[src/hdl/csgl_ram.sv]
`default_nettype none

module csgl_ram #(
  parameter int unsigned WIDTH = 16,
  parameter int unsigned DEPTH = 256,
  localparam int unsigned AW = (DEPTH > 1) ? $clog2(DEPTH) : 1
) (
  input  wire logic             clk,
  input  wire logic             we,
  input  wire logic [AW-1:0]    waddr,
  input  wire logic [WIDTH-1:0] wdata,
  input  wire logic             re,
  input  wire logic [AW-1:0]    raddr,
  output logic      [WIDTH-1:0] rdata
);

  logic [WIDTH-1:0] mem [DEPTH];

  always_ff @(posedge clk) begin
    if (we) begin
      mem[waddr] <= wdata;
    end
    if (re) begin
      rdata <= mem[raddr];
    end
  end

endmodule

`default_nettype wire

[config.mk]
export PLATFORM = sky130hd
export DESIGN_NAME = csgl_ram
export DESIGN_NICKNAME = d
export VERILOG_FILES = /design/src/hdl/csgl_ram.sv
export SDC_FILE = /design/constraint.sdc
export NUM_CORES = 2
export LEC_CHECK = 0
export BUFFER_PORTS_ARGS = -buffer_cell sky130_fd_sc_hd__buf_2
export CORE_ASPECT_RATIO = 1.5
export CORE_UTILIZATION = 40
export CTS_BUF_LIST = sky130_fd_sc_hd__clkbuf_4 sky130_fd_sc_hd__clkbuf_8 sky130_fd_sc_hd__clkbuf_16
export DETAILED_ROUTE_END_ITERATION = 7
export PLACE_DENSITY = 0.62
export SETUP_SLACK_MARGIN = 0.4
export SLEW_MARGIN = 0
export SYNTH_ARGS = -nofsm -noshare
export SYNTH_HDL_FRONTEND = slang
export SYNTH_SLANG_ARGS = --single-unit
[constraint.sdc]
create_clock -name clk -period 3.8 [get_ports clk]
set_clock_uncertainty 0.05 [all_clocks]
set_input_delay 0.57 -clock clk [delete_from_list [all_inputs] [get_ports clk]]
set_output_delay 0.57 -clock clk [all_outputs]
set_load 0.02 [all_outputs]
## Word-level counts from Yosys, hierarchy flattened

Memories as Yosys holds them, arrays and structs flattened. A register that Yosys moved wholly into a read port is not among the register bits.
Cells that the tools add are included.

| storage, ports and cells | value |
|---|---|
| memory bits (read-only) | 0 |
| bits of input ports | 35 |
| bits in writable memories | 4096 |
| memories | 1 |
| word-level logic and storage cells | 3 |
| bits in latches | 0 |
| output and inout bits | 16 |
| register bits after elaboration | 0 |

| cells by class | value |
|---|---|
| magnitude comparators | 0 |
| div/mod/pow operators | 0 |
| multiply operators | 0 |
| reductions and logical operators | 0 |
| eq/ne operators | 0 |
| mux-type cells | 2 |
| bitwise operators | 0 |
| shift-type cells | 0 |
| add/subtract/negate cells | 0 |

Memory list:

| memory | depth | bits a word | rd ports | clocked after memory_dff | write ports | RTL line | text |
|---|---|---|---|---|---|---|---|
| mem | 256 | 16 | 1 | 1 | 1 | 17 | `logic [WIDTH-1:0] mem [DEPTH];` |

Operators with widths:

| kind | number |
|---|---|
| two-way mux 1 bit | 2 |

## Logic depth before layout (Yosys ltp)

| logic depth | value |
|---|---|
| word-level depth | 2 |
| depth in mapped cells | 12 |
| depth with buffers taken out | 6 |

## Least setup slack after synthesis

OpenSTA, ideal clock, no wires.

| timing | value |
|---|---|
| path type | input to register |
| from | in raddr[0] |
| to | reg rdata[4] (read register of mem) (data pin) |
| stages | 8 |
| setup slack | 0.931 ns |
| data arrival time | 2.554 ns |
| required time | 3.485 ns |
| buffers on the path | 3 |
| setup time | 0.265 ns |
| path through | buf_6 -> buf_6 -> buf_2 -> mux4_2 -> mux4_2 -> a22o_1 -> o32ai_2 -> nor4_2 |

RTL lines:

| item | RTL line | text |
|---|---|---|
| from (decl) | 13 | `input wire logic [AW-1:0] raddr,` |
| to (decl) | 14 | `output logic [WIDTH-1:0] rdata` |

==> flow_metrics.tcl <==
set metrics [dict create \
    final-setup-viol-count 0 \
    r2r_end "rdata[13]$_DFFE_PP_" \
    p_per_area_nw_per_um2 506 \
    hp-start "wdata[12]" \
    grt_pass1_wl_um 608000 \
    layout_min_cycle_time_ps 3280 \
    die_w_um 517 \
    grt_start_max_net_pins 115 \
    postSynthAreaPerCell_um2 21.6 \
    p_leak_uw 0.0582 \
    min_to "mem[20][12]$_DFFE_PP_" \
    setup.worst_path.start "mem[129][13]$_DFFE_PP_" \
    die_h_um 774 \
    worstSetupPathType "reg -> reg" \
    worst_slew_pin_slew_ps 1390 \
    syn_area_um2 159000 \
    htreeDepth 5 \
    clk_latency_ps 950 \
    timing.rr.start "mem[129][13]$_DFFE_PP_" \
    drive_gt1_share_pct 27.9 \
    r2r_cells 8 \
    numCtsBuffers 360 \
    fin_ws_ps 521 \
    worstHoldPathCells 1 \
    fin_area_um2 183000 \
    fmax_mhz 305 \
    dp_slack_ps -545 \
    gp_congestion 0.899 \
    cp.arrival_ps 3880 \
    synth_fp_nets 7395 \
    fin_nets 8129 \
    synth_top_family_by_area "multiplexers" \
    maxCapViolations 0 \
    worstPathMaxFanout 1 \
    cts_setup_buffers 0 \
    io_buffers 50 \
    critPathRequiredTime_ps 4400 \
    synthMuxAreaShare_pct 15.5 \
    dr_total_vias 78700 \
    synth_edf_count 4112 \
    cts_tree "done" \
    yosysSeqAreaShare_pct 77.7 \
    grt.total_usage_pct 21.4 \
    synth_seq_cells 4112 \
    drv_slew 0 \
    synthTopCellsByArea "edfxtp_1 78%, mux4_2 11%, mux2i_1 3.6%" \
    hold_ws_ps 29.1 \
    clockRootBuffer "clkbuf_16" \
    r2r_slack_ps 520 \
    synth_compound_area_share_pct 3.53 \
    synthCells 7360 \
    drtPass1Iterations 6 \
    yosysWarnings 0 \
    cp_slowest_cell "a221oi_1" \
    rsz0062_at_grt "false" \
    synth_ff_type "edfxtp_1" \
    min_path_type "in -> reg" \
    async_reset_ff_share_pct 0 \
    power_uw 92500 \
    grt_pass1_vias 81000 \
    final_cell_mix "4112 x edfxtp_1, 797 x mux4_2, 642 x buf_4" \
    avgRoutedWirePerCell_um 31.6 \
    rows 283 \
    drc 0 \
    crit_path_start_kind "flip-flop" \
    place_hpwl_um 279000 \
    areaGrowthSynthToFinish_pct 15.1 \
    fillers 32500 \
    ant_nets 0 \
    clock_sinks 4112 \
    drt_wl_total_um 431000 \
    critPathCaptureType "flip-flop" \
    status "finished clean" \
    hold_viol_final 0 \
    yosysUniqueCellTypes 51 \
    max_slew_margin_pct 7.33 \
    worst_path_largest_cell_delay_ps 690 \
    place_area_um2 171000 \
    layout_commonest_cell "edfxtp_1" \
    die_area_um2 400000 \
    yosys.area.top_type "edfxtp_1" \
    overflow 0 \
    initial_core_util_pct 40.2 \
    ioPinCount 51 \
    antenna_found_initial 23 \
    synth-simple-area-share_pct 1.57 \
    synthAdderAreaFrac_pct 0 \
    drt_iter0_drc 7980 \
    clk_pin_slew_worst_paths_ps 70 \
    viasPerCell 5.77 \
    fin_crit_sh_pct 86.3 \
    synthXorXnorAreaFrac_pct 0 \
    core_area_um2 396000 \
    ir_worst_vdd_v 0.000391 \
    cts_buffer_depth 4 \
    synth_top_area_share_pct 77.7 \
    fin_setup_tns_ps 0 \
    crit_chain "mux4_2 > mux2_2 > a221oi_1 > buf_4 > o31ai_1 > o32ai_1 > buf_12 > nor4_1" \
]
==> routing by layer <==
layer,track usage (%),vias to the layer above,share of wire [%]
met5,0,-,0.011
met2,37.3,2914,52
met3,2.82,756,6.1
met1,25.3,42400,36
li1,-,32700,-
met4,12.4,8,6.5
==> worst max-delay path, delay by kind of cell (launching register included) <==
kind / cells / cell delay, ps
multiplexers: 2 / 740
buffers and inverters: 2 / 470
AO/OA/AOI/OAI: 3 / 1280
flip-flops: 1 / 390
AND/OR/NAND/NOR: 1 / 50
==> stage by stage <==
step / cells / util [%]
5_1_grt: 13600 / 46.2
4_1_cts: 13600 / 46.2
3_5_place_dp: 13000 / 43.2
3_3_place_gp: 13000 / 43.2
2_1_floorplan: 7360 / -
6_report: 13700 / 46.2
==> state kept, by name, summed over array words and instances (netlist names) <==
signal and flops:
mem 4096, rdata 16
==> final cells by class <==
type	count	area [um^2]	share of cell area [%]
Clock inverter	212	2190	1.20
Tap cell	5272	6600	3.61
Antenna cell	13	32.5	0.0178
Sequential cell	4112	123000	67.5
Timing Repair Buffer	824	7910	4.32
Clock buffer	428	9690	5.30
Inverter	4	27.5	0.0151
Multi-Input combinational cell	2792	32900	18.0
==> logic make-up (layout without fill, tap and decap cells) <==
logic type	Yosys count	count (layout)
AOI/OAI and AO/OA	786	786
buffers and inverters	456	1468
and+or+nand+nor	556	556
other	0	13
DFF	4112	4112
muxes	1450	1450
==> report_power, final <==
part | leakage, uW | internal (uW) | switching [uW]
combinational | 0.0154 | 1840 | 3200
clock | 0.00586 | 21100 | 16300
sequential | 0.0370 | 50000 | 52.0
total | 0.0582 | 72900 | 19500
==> synth_stat cells, types with 2 or more instances <==
master and number:
edfxtp_1 4112, mux4_2 797, mux2i_1 565, nor2_1 304, o221ai_1 252, clkbuf_1 230
a21oi_1 175, o22ai_1 148, nor3_1 92, mux2_2 88, buf_6 77, buf_2 76
a22oi_1 43, nand2_1 38, o21ai_0 37, nand3_1 35, a22o_1 32, a221oi_1 28
buf_1 27, buf_4 26, nand4_1 26, o32ai_1 20, a211oi_1 18, nor4_1 17
o31ai_1 16, and3_1 11, buf_8 11, nor2b_1 9, a2111oi_0 6, a31oi_1 6
buf_12 5, or2_2 4, inv_1 3, nand2b_1 3, nand4b_1 3, a21o_1 2
and4_1 2, nor4bb_1 2, or3_1 2
==> worst max path at each step <==
stage | endpoint | slack (ps)
after CTS | rdata[9]$_DFFE_PP_ | 450
after global routing | rdata[13]$_DFFE_PP_ | 550
after floorplan | rdata[4]$_DFFE_PP_ | 930
after global placement | rdata[9]$_DFFE_PP_ | -570
after detailed placement | rdata[9]$_DFFE_PP_ | -540
final | rdata[13]$_DFFE_PP_ | 520
==> timing repair <==
item,in CTS,in global routing
gates resized for setup,0,1
endpoints found under the setup margin,0,1
endpoints found under the hold margin,7,0
hold buffers,2,0
(Power assumes the default switching activity.)
